[config.mk]
export PLATFORM = sky130hd
export DESIGN_NAME = baseband_line_encoder
export DESIGN_NICKNAME = d
export VERILOG_FILES = /design/src/ble_pkg.sv /design/src/baseband_line_encoder.sv
export SDC_FILE = /design/constraint.sdc
export NUM_CORES = 1
export LEC_CHECK = 0
export CAP_MARGIN = 20
export CORE_ASPECT_RATIO = 1.2
export CORE_MARGIN = 2
export CORE_UTILIZATION = 60
export DETAILED_ROUTE_END_ITERATION = 10
export DONT_BUFFER_PORTS = 1
export PLACE_DENSITY = 0.83
export REMOVE_ABC_BUFFERS = 1
export SLEW_MARGIN = 20
export SYNTH_ARGS = -nofsm -noshare
export SYNTH_HDL_FRONTEND = slang
export SYNTH_SLANG_ARGS = --single-unit
export TNS_END_PERCENT = 20
[constraint.sdc]
create_clock -name clk -period 4.4 [get_ports clk]
set_clock_uncertainty 0.1 [all_clocks]
set_input_delay 0.44 -clock clk [delete_from_list [all_inputs] [get_ports clk]]
set_output_delay 0.44 -clock clk [all_outputs]
set_load 0.02 [all_outputs]
[src/ble_pkg.sv]
// Shared types, line code numbers and sample level helper for the
// baseband line encoder. No dependencies.
package ble_pkg;

	typedef logic signed [1:0] sym_t;

	localparam sym_t SYM_POS  = 2'sb01;
	localparam sym_t SYM_NEG  = 2'sb11;
	localparam sym_t SYM_ZERO = 2'sb00;

	localparam logic [2:0] LC_RZ         = 3'd0;
	localparam logic [2:0] LC_POLAR      = 3'd1;
	localparam logic [2:0] LC_BIPOLAR    = 3'd2;
	localparam logic [2:0] LC_AMI_HALF   = 3'd3;
	localparam logic [2:0] LC_CMI        = 3'd4;
	localparam logic [2:0] LC_MANCHESTER = 3'd5;
	localparam logic [2:0] LC_HDB3       = 3'd6;

	localparam logic [2:0] REG_LINE_CODE = 3'd0;
	localparam logic [2:0] REG_SPB       = 3'd1;
	localparam logic [2:0] REG_AMPLITUDE = 3'd2;
	localparam logic [2:0] REG_RZ_ZEROS  = 3'd3;
	localparam logic [2:0] REG_PRECODE   = 3'd4;

	localparam int AMP_W    = 15;
	localparam int SAMPLE_W = 16;
	localparam int SPB_W    = 6;
	localparam int CFG_W    = 15;
	localparam logic [1:0] HDB3_LAST_ZERO = 2'd3;

	function automatic sym_t pol_sym(input logic neg);
		pol_sym = neg ? SYM_NEG : SYM_POS;
	endfunction

	function automatic logic signed [SAMPLE_W-1:0] level(input sym_t s,
			input logic [AMP_W-1:0] amp);
		logic signed [SAMPLE_W-1:0] mag;
		mag = $signed({1'b0, amp});
		if (s == SYM_POS)
			level = mag;
		else if (s == SYM_NEG)
			level = -mag;
		else
			level = '0;
	endfunction

endpackage

[src/baseband_line_encoder.sv]
// Baseband line encoder top level: config registers, per-bit symbol
// decision, sample sequencer and output register. Uses ble_pkg.
//
// Each accepted data bit produces samples_per_bit samples (0 treated as 1,
// clamped to MAX_SAMPLES_PER_BIT), one per cycle from a sample counter while
// sample_ready does not stall the output. A new bit is accepted in the same
// cycle as the previous bit's last sample moves to the output register.
// HDB3 output lags the input by three bits. Config must be written only while
// the block is idle; the block itself does not enforce it. cfg_ready is always high.
module baseband_line_encoder
	import ble_pkg::*;
#(
	parameter int MAX_SAMPLES_PER_BIT = 32
) (
	input  logic                       clk,
	input  logic                       arst_n,
	input  logic                       cfg_valid,
	output logic                       cfg_ready,
	input  logic [2:0]                 cfg_index,
	input  logic [CFG_W-1:0]           cfg_data,
	input  logic                       bit_valid,
	output logic                       bit_ready,
	input  logic                       data_bit,
	output logic                       sample_valid,
	input  logic                       sample_ready,
	output logic signed [SAMPLE_W-1:0] sample,
	output logic                       last_of_bit
);

	localparam int NW = $clog2(MAX_SAMPLES_PER_BIT + 1);
	localparam int CW = (NW > SPB_W) ? NW : SPB_W;

	logic [2:0]       line_code_q;
	logic [SPB_W-1:0] spb_q;
	logic [AMP_W-1:0] amp_q;
	logic [SPB_W-1:0] rz_zeros_q;
	logic             precode_q;

	logic             pol_q;
	logic signed [1:0] dc_q;
	logic [1:0]       zrun_q;
	logic             prev_bit_q;
	sym_t             dly_q [3];

	logic             d_valid_s1;
	sym_t             a_sym_s1;
	sym_t             b_sym_s1;
	logic [NW-1:0]    split_s1;
	logic [NW-1:0]    n_s1;
	logic [NW-1:0]    k_q;

	logic             out_valid_q;
	logic signed [SAMPLE_W-1:0] sample_q;
	logic             last_q;

	logic [CW-1:0]    spb_ext, tail_ext;
	logic [NW-1:0]    n_c, half_c, tail_c;
	logic             bit_c;
	logic             pol_c;
	logic signed [2:0] dc_sum;
	logic signed [1:0] dc_c;
	logic [1:0]       zrun_c;
	sym_t             sym_c, a_c, b_c, oldest_c;
	logic [NW-1:0]    split_c;
	logic             accept, advance, d_last;

	assign cfg_ready = 1'b1;

	always_ff @(posedge clk or negedge arst_n) begin
		if (!arst_n) begin
			line_code_q <= LC_POLAR;
			spb_q       <= SPB_W'(8);
			amp_q       <= AMP_W'(1);
			rz_zeros_q  <= SPB_W'(4);
			precode_q   <= 1'b0;
		end else if (cfg_valid) begin
			unique case (cfg_index)
				REG_LINE_CODE: line_code_q <= cfg_data[2:0];
				REG_SPB:       spb_q       <= cfg_data[SPB_W-1:0];
				REG_AMPLITUDE: amp_q       <= cfg_data[AMP_W-1:0];
				REG_RZ_ZEROS:  rz_zeros_q  <= cfg_data[SPB_W-1:0];
				REG_PRECODE:   precode_q   <= cfg_data[0];
				default: ;
			endcase
		end
	end

	// sample count and rz tail clamps
	always_comb begin
		spb_ext  = CW'(spb_q);
		tail_ext = CW'(rz_zeros_q);
		if (spb_ext == '0)
			n_c = NW'(1);
		else if (spb_ext > CW'(MAX_SAMPLES_PER_BIT))
			n_c = NW'(MAX_SAMPLES_PER_BIT);
		else
			n_c = NW'(spb_ext);
		half_c = n_c >> 1;
		tail_c = (tail_ext > CW'(n_c)) ? n_c : NW'(tail_ext);
	end

	// per-bit symbol decision and state update
	always_comb begin
		bit_c    = precode_q ? (data_bit ^ prev_bit_q) : data_bit;
		pol_c    = pol_q;
		dc_c     = dc_q;
		zrun_c   = zrun_q;
		sym_c    = SYM_ZERO;
		oldest_c = dly_q[0];
		dc_sum   = 3'(dc_q);
		a_c      = SYM_ZERO;
		b_c      = SYM_ZERO;
		split_c  = n_c;
		unique case (line_code_q)
			LC_RZ: begin
				a_c     = bit_c ? SYM_POS : SYM_ZERO;
				split_c = n_c - tail_c;
			end
			LC_POLAR: begin
				a_c = bit_c ? SYM_POS : SYM_NEG;
			end
			LC_BIPOLAR, LC_AMI_HALF: begin
				a_c = bit_c ? pol_sym(pol_q) : SYM_ZERO;
				if (bit_c)
					pol_c = !pol_q;
				if (line_code_q == LC_AMI_HALF)
					split_c = n_c - half_c;
			end
			LC_CMI: begin
				if (bit_c) begin
					a_c   = pol_sym(pol_q);
					pol_c = !pol_q;
				end else begin
					a_c     = SYM_NEG;
					b_c     = SYM_POS;
					split_c = half_c;
				end
			end
			LC_MANCHESTER: begin
				a_c     = bit_c ? SYM_NEG : SYM_POS;
				b_c     = bit_c ? SYM_POS : SYM_NEG;
				split_c = half_c;
			end
			LC_HDB3: begin
				if (bit_c) begin
					pol_c  = !pol_q;
					sym_c  = pol_sym(pol_c);
					dc_sum = 3'(dc_q) + 3'(sym_c);
					zrun_c = '0;
				end else if (zrun_q == HDB3_LAST_ZERO) begin
					if (dc_q != '0) begin
						pol_c    = !pol_q;
						sym_c    = pol_sym(pol_c);
						oldest_c = sym_c;
						dc_sum   = 3'(dc_q) + (3'(sym_c) <<< 1);
					end else begin
						sym_c  = pol_sym(pol_q);
						dc_sum = 3'(dc_q) + 3'(sym_c);
					end
					zrun_c = '0;
				end else begin
					zrun_c = zrun_q + 2'd1;
				end
				if (dc_sum > 3'sd1)
					dc_c = 2'sd1;
				else if (dc_sum < -3'sd1)
					dc_c = -2'sd1;
				else
					dc_c = dc_sum[1:0];
				a_c = oldest_c;
			end
			default: ;
		endcase
		if (line_code_q != LC_RZ && line_code_q != LC_AMI_HALF &&
				line_code_q != LC_MANCHESTER &&
				!(line_code_q == LC_CMI && !bit_c))
			b_c = a_c;
	end

	assign d_last    = (k_q == n_s1 - NW'(1));
	assign advance   = d_valid_s1 && (!out_valid_q || sample_ready);
	assign bit_ready = !d_valid_s1 || (advance && d_last);
	assign accept    = bit_valid && bit_ready;

	always_ff @(posedge clk or negedge arst_n) begin
		if (!arst_n) begin
			pol_q      <= 1'b0;
			dc_q       <= '0;
			zrun_q     <= '0;
			prev_bit_q <= 1'b0;
			dly_q[0]   <= SYM_ZERO;
			dly_q[1]   <= SYM_ZERO;
			dly_q[2]   <= SYM_ZERO;
		end else if (accept) begin
			pol_q <= pol_c;
			if (precode_q)
				prev_bit_q <= data_bit;
			if (line_code_q == LC_HDB3) begin
				dc_q     <= dc_c;
				zrun_q   <= zrun_c;
				dly_q[0] <= dly_q[1];
				dly_q[1] <= dly_q[2];
				dly_q[2] <= sym_c;
			end
		end
	end

	always_ff @(posedge clk or negedge arst_n) begin
		if (!arst_n) begin
			d_valid_s1 <= 1'b0;
			k_q        <= '0;
		end else begin
			if (accept) begin
				d_valid_s1 <= 1'b1;
				k_q        <= '0;
			end else if (advance) begin
				if (d_last)
					d_valid_s1 <= 1'b0;
				k_q <= k_q + NW'(1);
			end
		end
	end

	always_ff @(posedge clk) begin
		if (accept) begin
			a_sym_s1 <= a_c;
			b_sym_s1 <= b_c;
			split_s1 <= split_c;
			n_s1     <= n_c;
		end
	end

	always_ff @(posedge clk or negedge arst_n) begin
		if (!arst_n)
			out_valid_q <= 1'b0;
		else if (advance)
			out_valid_q <= 1'b1;
		else if (sample_ready)
			out_valid_q <= 1'b0;
	end

	always_ff @(posedge clk) begin
		if (advance) begin
			sample_q <= level((k_q < split_s1) ? a_sym_s1 : b_sym_s1, amp_q);
			last_q   <= d_last;
		end
	end

	assign sample_valid = out_valid_q;
	assign sample       = sample_q;
	assign last_of_bit  = last_q;

endmodule
Yosys cells after proc, flatten, opt, wreduce, memory -nomap -nowiden
Cells that the tools add are included.
- word-level logic and storage cells: 139
- bits in registers: 84
- output and inout port bits: 20
- bits of input ports: 24
- bitwise logic cells: 2
- reductions and logical operators: 35
- magnitude comparators: 5
- mux-type cells: 47
- $add $sub $neg: 9
- equal/unequal tests: 19
- operator list (cell ; count):
    $mux 6 ; 7
    $mux 2 ; 18
    $mux 15 ; 2
    $pmux 6 s4 ; 1
    $neg 15->16 ; 1
    $reduce_and 2->1 ; 8
    $eq 3x2->1 const B ; 4
    $eq 3x3->1 const B ; 4
    $mux 1 ; 12
    $mux 3 ; 4
    $pmux 2 s6 ; 1
    $reduce_bool 2->1 ; 5
    $ne 3x3->1 const B ; 3
    $logic_and 1x1->1 ; 7
    $add 2x2->3 ; 2
    $add 6x1->6 const B ; 1
    $eq 3x1->1 const B ; 2
    $eq 6x6->1 ; 1
    $gt 6x6->1 ; 1
    $gt 6x6->1 const B ; 1
    $logic_not 3->1 ; 2
    $logic_not 6->1 ; 1
    $lt 6x6->1 ; 1
    $sub 6x1->6 const B ; 1
    20 further kinds ; 27

Longest topological paths before layout
Gate-level depths: netlist of the first run.
- depth in word-level cells: 9
- depth in mapped cells: 17
- gate-level depth less buffers: 17

Least setup slack after synthesis of the first run
No wires, ideal clock.
- kind: flip-flop to flip-flop
- from: register spb_q[5] (netlist: spb_ext[5])
- to: register split_s1[4] (data pin)
- required time: 4.039 ns
- setup slack: 0.486 ns
- path buffers: 1
- arrival time: 3.553 ns
- stages on the path, launching flop included: 16
- clock period less this slack: 3.914 ns
- library setup time: 0.261 ns
- path through: dfrtp_1 > clkbuf_1 > nor2b_1 > inv_1 > ha_1 > nor2b_1 > o31ai_1 > a21oi_1 > mux2_2 > fa_1 > inv_1 > a21o_1 > a21oi_1 > xor2_1 > o22ai_1 > a221o_1
- cells in the longest elaborated chain, start to end: 7
- elaborated cells between the ends (all ways): 11
- classes of those cells: add/sub (2); order compare (2); mux (6); reduce/logical (1)
- ends and longest elaborated chain (what ; line ; RTL):
    start, declared ; baseband_line_encoder.sv:34 ; logic [SPB_W-1:0] spb_q;
    start signal, assigned ; baseband_line_encoder.sv:79 ; REG_SPB: spb_q <= cfg_data[SPB_W-1:0];
    $gt 6x6->1 ; baseband_line_encoder.sv:94 ; else if (spb_ext > CW'(MAX_SAMPLES_PER_BIT))
    $mux 6 ; baseband_line_encoder.sv:94 ;
    $mux 6 (*) ; baseband_line_encoder.sv:92 ; if (spb_ext == '0)
    net n_c[1] ; baseband_line_encoder.sv:57 ; logic [NW-1:0] n_c, half_c, tail_c;
    $gt 6x6->1 ; baseband_line_encoder.sv:99 ; tail_c = (tail_ext > CW'(n_c)) ? n_c : NW'(tail_ext);
    $mux 6 ; baseband_line_encoder.sv:99 ;
    $sub 6x6->6 ; baseband_line_encoder.sv:117 ; split_c = n_c - tail_c;
    $pmux 6 s4 (*) ; baseband_line_encoder.sv:114 ; unique case (line_code_q)
    net split_c[4] ; baseband_line_encoder.sv:64 ; logic [NW-1:0] split_c;
    end signal, assigned ; baseband_line_encoder.sv:228 ; split_s1 <= split_c;
    end, declared ; baseband_line_encoder.sv:48 ; logic [NW-1:0] split_s1;
The timed path passes the listed nets; every way through them passes the cells marked *.
A chain may end at the register's enable or synchronous reset.

Worst setup path after layout of the first run
- from: register spb_q[5] (netlist: spb_ext[5])
- to: register split_s1[5] (data pin)
Same word-level chain as after synthesis.

==> results.md, run 1 <==
- Outcome: finished, final reports clean
- Residual DRC: 0
- Worst Max-Slew Pin Slew: 824.3 ps
- Drt pass-1 iters: 5
- Hpwl dp: 7.162 mm
- Initial core utilization: 0.6161
- Die W: 87.06 um
- Total of max-cap violations: 0
- Synth async-reset ratio: 0.6071
- Setup TNS Final: 0 ps
- Drt wl/cell: 17.71 um
- Antenna fix cells: 0
- Synthesized cell area: 4967 um2
- Drt initial violations: 194
- Area leader, netlist: dfrtp_1
- Setup WS post-layout: 450.3 ps
- Number of synthesized flops with an enable pin: 33
- Die area: 9026 um2
- Filler Cell Count: 580
- Critical Path Fanout Max: 11
- Grt ovf: 0
- GRT Total Usage: 0.2349
- Ys flop type: dfrtp_1
- Min-Delay Startpoint: bit_valid
- FF-to-FF setup slack: 450 ps
- FMAX: 253.2 MHz
- Critical R2R Capture: split_s1[5]
- Hold Path End: k_q[5]
- Wirelength, routed: 10.02 mm
- CP Data Required Time: approximately 4400 ps
- Via count: 3597
- CTS max path bufs: 2
- CTS Sinks: 84
- Root Driver: clkbuf_8
- Most frequent cells in the layout: dfrtp_1, nand2_1, edfxtp_1
- Via density: 6.355
- Worst-skew pair later-pin latency: 370 ps
- CTS tree: built
- Pin count of the biggest net entering global routing: 52
- Layout net count: 520
- Final Cycle Share: 0.8977
- Reg area: about 2300 um2
- Worst vdd ir: 0.0002617 V
- Sequential share of the synthesized area: 0.4574
- Slew margin rel.: 0.4505
- Startpoint types: flop
- Critical path type: flop to flop
- Initial antenna violation count: 0
- Post-CTS setup buffers: 0
- Share of the synthesized area in the top cell type: 0.2368
- Clock transition at the registers of the reported paths: 90 ps
- Yosys reg bits: 84
- Pins over their slew limit: 0
- Pre-CTS WS: a little over 500 ps
- Syn Area/Cell: 10.57 um2
- WP data arrival: 3960 ps
- Largest cells by area after synthesis: dfrtp_1, edfxtp_1, mux2_2
- CP Capture Type: flop
- Pwr/cell area: between 500 and 600 nW/um2
- First-pass GRT wire length: 16.84 mm
- Worst R2R Path Depth: 15
- Die Y-Extent: slightly above 100 um
- Worst Hold Path Cells: 1
- FF-to-FF Start: spb_ext[5]
- Final setup viols: 0
- Remaining antenna violation count: 0
- Area occupied by multi-input gates: 2495 um2
- Final Hold Fails: 0
- H-tree levels: 3
- CORE AREA: 8063 um2
- Synth warn: 0
- Vias in the first global route: between 3000 and 4000
- RSZ-0062 raised after global routing: no
- Fin area: 5291 um2
- Most common cell after layout, fill and taps aside: dfrtp_1
- Placer Congestion: approximately 0.9
- Synth cell types: 63
- Layout cells sized above 1: 0.1465
- Min-Delay Path Class: input port to flop
- P&R area growth vs syn: 6.524%
- Row cnt: 36
- Num ports: 44
- CTS buffer count: 9
- Port Buffers: 0
- Fin crit period: 3950 ps
- P_leak: 2.206 nW
- Dpl cell area: about 5000 um2
- Cells after Synth: 470
- CTS resizes: 0
[cell type report]
class / instances / share of cell area
Clock buffer: 9 / 0.02341
Tap cell: 95 / 0.02246
Inverter: 29 / 0.02057
Multi-Input combinational cell: 336 / 0.4715
Sequential cell: 84 / 0.4294
Clock inverter: 7 / 0.01986
Timing Repair Buffer: 6 / 0.01277
[how the worst max path moves through the flow]
| stage | from | endpoint | cells past startpoint |
|---|---|---|---|
| after floorplan | spb_ext[5] | split_s1[4] | 14 |
| after global placement | spb_ext[5] | split_s1[4] | 14 |
| after detailed placement | spb_ext[5] | split_s1[4] | 14 |
| after CTS | spb_ext[5] | split_s1[4] | 14 |
| after global routing | spb_ext[5] | split_s1[5] | 15 |
| final | spb_ext[5] | split_s1[5] | 15 |
[Yosys cell counts, types with 4 or more instances]
master / number
a211oi_1: 5
a21o_1: 6
a21oi_1: 28
a221o_1: 4
clkbuf_1: 18
dfrtp_1: 47
dfstp_2: 4
edfxtp_1: 33
fa_1: 5
ha_1: 25
inv_1: 29
mux2_2: 29
mux2_4: 7
mux2i_1: 10
nand2_1: 33
nand2b_1: 4
nand3_1: 8
nor2_1: 27
nor2b_1: 9
nor3_1: 9
nor4_1: 4
o21ai_0: 31
o22ai_1: 6
or3_1: 16
or4_1: 4
xnor2_1: 10
xor2_1: 5
[report_power, final]
group	switching (mW)	leakage (nW)	internal, mW
logic	0.527	1.17	0.473
clock network	0.311	0.112	0.329
registers	0.208	0.922	0.989
total	1.05	2.21	1.79
[timing repair]
action	in CTS	in global routing
hold buffers	2	0
endpoints found under the hold margin	51	0
setup endpoints to repair	0	0
[sequential cells by signal (all words and copies together), names as in the netlist, 3 cells and up]
name / cells
sample: 16
amp_q: 15
dly_q: 6
k_q: 6
n_s1: 6
rz_zeros_q: 6
spb_ext: 6
split_s1: 6
line_code_q: 3
[routing by layer]
layer  track usage  wire length (um)  vias to the layer above
li1              -                 -                     1703
met5             0                 0                        -
met3       0.04861               447                       17
met1        0.2987              4249                     1776
met2        0.3839              5168                      101
met4       0.09933               157                        0
[worst max-delay path, cell delays in order (launching register included)]
cell      delay (ps)
dfrtp_1          520
nor2b_1          510
inv_1            190
ha_1             350
o21a_1           110
o31ai_1           60
a21oi_1          270
mux2_2           400
inv_1             60
ha_1             210
nor2b_1          150
nor3_1           200
o21bai_1         120
a21oi_1          190
xnor2_1          140
o21ai_0           90
[stage by stage]
stage / total power [mW] / util / std cells / hold WS, ps
floorplan: 1.943 / - / 449 / 44.41
global placement: 2.145 / 0.6232 / 548 / 45.37
detailed placement: 2.190 / 0.6232 / 548 / 45.07
CTS: 2.845 / 0.6563 / 566 / 66.49
global route: 3.030 / 0.6563 / 566 / 70.54
finish: 2.838 / 0.6563 / 566 / 77.65
[logic make-up after synthesis]
logic type	after synthesis	share of synthesized area
buf+inv	50	0.04030
simple gates	132	0.1375
mux	46	0.1071
flops	84	0.4574
fa+ha+maj	30	0.08312
other cells	1	0.0007549
compound gates	112	0.1474
xor+xnor	15	0.02645
(Power assumes the default switching activity.)
==> run 2: changes to the inputs <==
--- a/config.mk
+++ b/config.mk
@@ -8,10 +8,10 @@
 export CAP_MARGIN = 20
 export CORE_ASPECT_RATIO = 1.2
 export CORE_MARGIN = 2
-export CORE_UTILIZATION = 60
+export CORE_UTILIZATION = 45
 export DETAILED_ROUTE_END_ITERATION = 10
 export DONT_BUFFER_PORTS = 1
-export PLACE_DENSITY = 0.83
+export PLACE_DENSITY = 0.67
 export REMOVE_ABC_BUFFERS = 1
 export SLEW_MARGIN = 20
 export SYNTH_ARGS = -nofsm -noshare
==> run 2 against run 1 <==
Effect of this change:
- sequential share of layout area is 0.86 points lower
- wire length grew 1.9%
- critical path depth unchanged
- global-route usage down 5.6 points
- die area grew 32%
- hold slack better by 31 ps
- largest cell class unchanged
- highest routed layer unchanged
==> results.md, run 2 (same netlist as run 1, synthesis figures left out) <==
- Outcome: finished, final reports clean (unchanged)
- Power share of the combinational group: 0.338 (was 0.353)
- CP Capture Type: flop (unchanged)
- Drt wl/cell: 16.97 um (was 17.71 um)
- Final Hold Fails: 0 (unchanged)
- Final Cycle Share: 0.9214 (was 0.8977)
- Antenna fix cells: 0 (unchanged)
- Num ports: 44 (unchanged)
- Total power: 2.955 mW (was 2.838 mW)
- Port Buffers: 0 (unchanged)
- Worst Max-Slew Pin Slew: 812.0 ps (was 824.3 ps)
- Cell Int Power: 1.904 mW (was 1.791 mW)
- Via count: 3555 (was 3597)
- Final setup viols: 0 (unchanged)
- H-tree levels: 3 (unchanged)
- Die area: 11900 um2 (was 9026 um2)
- Cells along the critical path: nor2b_1 > inv_1 > ha_1 > nor2b_1 > o31ai_1 > a21oi_1 > mux2_2 > inv_1 > ha_1 > nor2b_1 > nor3_1 > o21bai_1 > a21oi_1 > xnor2_1 > o21ai_0 (was nor2b_1 > inv_1 > ha_1 > o21a_1 > o31ai_1 > a21oi_1 > mux2_2 > inv_1 > ha_1 > nor2b_1 > nor3_1 > o21bai_1 > a21oi_1 > xnor2_1 > o21ai_0)
- Layout cells sized above 1: 0.1426 (was 0.1465)
- Die W: 99.91 um (was 87.06 um)
- Initial core utilization: 0.4566 (was 0.6161)
- Slew margin rel.: 0.4586 (was 0.4505)
- RSZ-0062 raised after global routing: no (unchanged)
- Root Driver: clkbuf_16 (was clkbuf_8)
- Min-Delay Path Class: input port to flop (unchanged)
- CTS Sinks: 84 (unchanged)
- Max reg flops: 16 (unchanged)
- Drt initial violations: 158 (was 194)
- Total of max-cap violations: 0 (unchanged)
- P_leak: 2.232 nW (was 2.206 nW)
- Critical-path top delay cell: nor2b_1 (was dfrtp_1)
- Critical Path Fanout Max: 11 (unchanged)
- CORE AREA: 10880 um2 (was 8063 um2)
- Pins over their slew limit: 0 (unchanged)
- Worst path max stage delay: 570 ps (was 520 ps)
- Row cnt: 42 (was 36)
- Die Y-Extent: 119.1 um (was 103.7 um)
- Critical path's most frequent cell: nor2b_1
- CTS tree: built (unchanged)
- Fin crit period: 4054 ps (was 3950 ps)
- Net switching power: 1.051 mW (was 1.046 mW)
- Worst vdd ir: 0.0002691 V (was 0.0002617 V)
- Most common cell after layout, fill and taps aside: dfrtp_1 (unchanged)
- Residual DRC: 0 (unchanged)
- Post-CTS setup buffers: 0 (unchanged)
- Most frequent cells in the layout: dfrtp_1, nand2_1, edfxtp_1 (unchanged)
- CTS max path bufs: 2 (unchanged)
- Grt ovf: 0 (unchanged)
- Drt pass-1 iters: 4 (was 5)
- Layout net count: 519 (was 520)
- Remaining antenna violation count: 0 (unchanged)
- Clock transition at the registers of the reported paths: 60 ps (was 90 ps)
- Sequential power share: 0.406 (was 0.422)
- GRT Total Usage: 0.1792 (was 0.2349)
- Wirelength, routed: 10.22 mm (was 10.02 mm)
- Critical path type: flop to flop (unchanged)
- Clock share of power: 0.256 (was 0.226)
- FMAX: 246.7 MHz (was 253.2 MHz)
- First-pass GRT wire length: 16.83 mm (was 16.84 mm)
- Vias in the first global route: 3570 (was 3593)
- Via density: 5.905 (was 6.355)
- CP Data Required Time: 4380 ps (was 4410 ps)
- CTS buffer count: 9 (unchanged)
- CP delay by family, top: simple AND/OR/NAND/NOR gates (unchanged)
- Crit path buf inv count: 2 (unchanged)
- Pin count of the biggest net entering global routing: 52 (unchanged)
- P&R area growth vs syn: 8.690% (was 6.524%)
- Pwr/cell area: 547.3 nW/um2 (was 536.3 nW/um2)
- CTS resizes: 0 (unchanged)
- Initial antenna violation count: 0 (unchanged)
- WP data arrival: 4030 ps (was 3960 ps)
- Setup TNS Final: 0 ps (unchanged)
- Worst-skew pair later-pin latency: 340 ps (was 370 ps)
- Final Core Density: 0.4963 (was 0.6563)
- Sw frac: 0.3556 (was 0.3688)
- Placer Congestion: 0.8654 (was 0.8944)
- Hpwl dp: 7.380 mm (was 7.162 mm)
- Startpoint types: flop (unchanged)
==> run 2: cell count changes in the layout (fill, tap and decap cells not counted), sizes merged <==
cell / before / now
clkinv: 1 / 3
buf: 5 / 4
bufinv: 2 / 1
inv: 32 / 31
==> run 2: metal layers <==
metal | track usage | wire length [um]
met1 | 0.2105 | 4360
met2 | 0.3167 | 5356
met3 | 0.04108 | 368
met4 | 0.06592 | 131
met5 | 0 | 0
==> run 2: repair_timing <==
| action | 4_1_cts | 5_1_grt |
|---|---|---|
| endpoints found under the hold margin | 51 | 0 |
| hold buffers | 2 | 0 |
| endpoints found under the setup margin | 0 | 0 |
==> run 2: worst register-to-register path, delay by kind of cell, from the launching register on <==
family	cells	cell delay, ps
AND/OR/NAND/NOR	4	1090
adder cells (fa/ha/maj)	2	550
buffers and inverters	2	240
multiplexers	1	410
AO/OA/AOI/OAI	5	770
flip-flops	1	510
XOR/XNOR	1	130
==> run 2: path summary, 6_finish.rpt <==
kind	from	to	slack, ps	depth (start not counted)
worst max-delay path	spb_ext[5]	split_s1[5]	350	15
worst min-delay path	bit_valid	k_q[5]	110	1
worst max register to register	spb_ext[5]	split_s1[5]	350	15
worst min register to register	dly_q[2]	dly_q[4]	410	1
max in group asynchronous	arst_n	line_code_q[0]	3390	2
min in group asynchronous	arst_n	amp_q[10]	510	2
==> run 2: cell type report <==
cell class	count	area, um2
fillers	967	5479
repair buffers	5	60.06
clock inverters	7	72.57
multi-input cells	336	2495
well taps	132	165.2
clock buffers	9	225.2
inverters	29	108.9
flip-flops and latches	84	2272
==> run 2: power groups by stage <==
| stage | logic (mW) | registers (mW) | clock network [mW] |
|---|---|---|---|
| 2_1_floorplan | 0.782 | 1.16 | 0 |
| 3_3_place_gp | 0.931 | 1.21 | 0 |
| 3_5_place_dp | 0.978 | 1.21 | 0 |
| 4_1_cts | 0.999 | 1.20 | 0.775 |
| 5_1_grt | 1.12 | 1.23 | 0.797 |
| 6_report | 1.00 | 1.20 | 0.755 |
==> run 2: stage by stage <==
stage	setup WS, ps	instance area (um2)	cells	hold slack, ps
floorplan	575.3	4876	449	44.41
global placement	548.4	5064	584	45.44
detailed placement	412.9	5064	584	45.31
CTS	376.7	5399	602	92.61
global route	20.25	5399	602	113.9
finish	346.0	5399	602	109.1
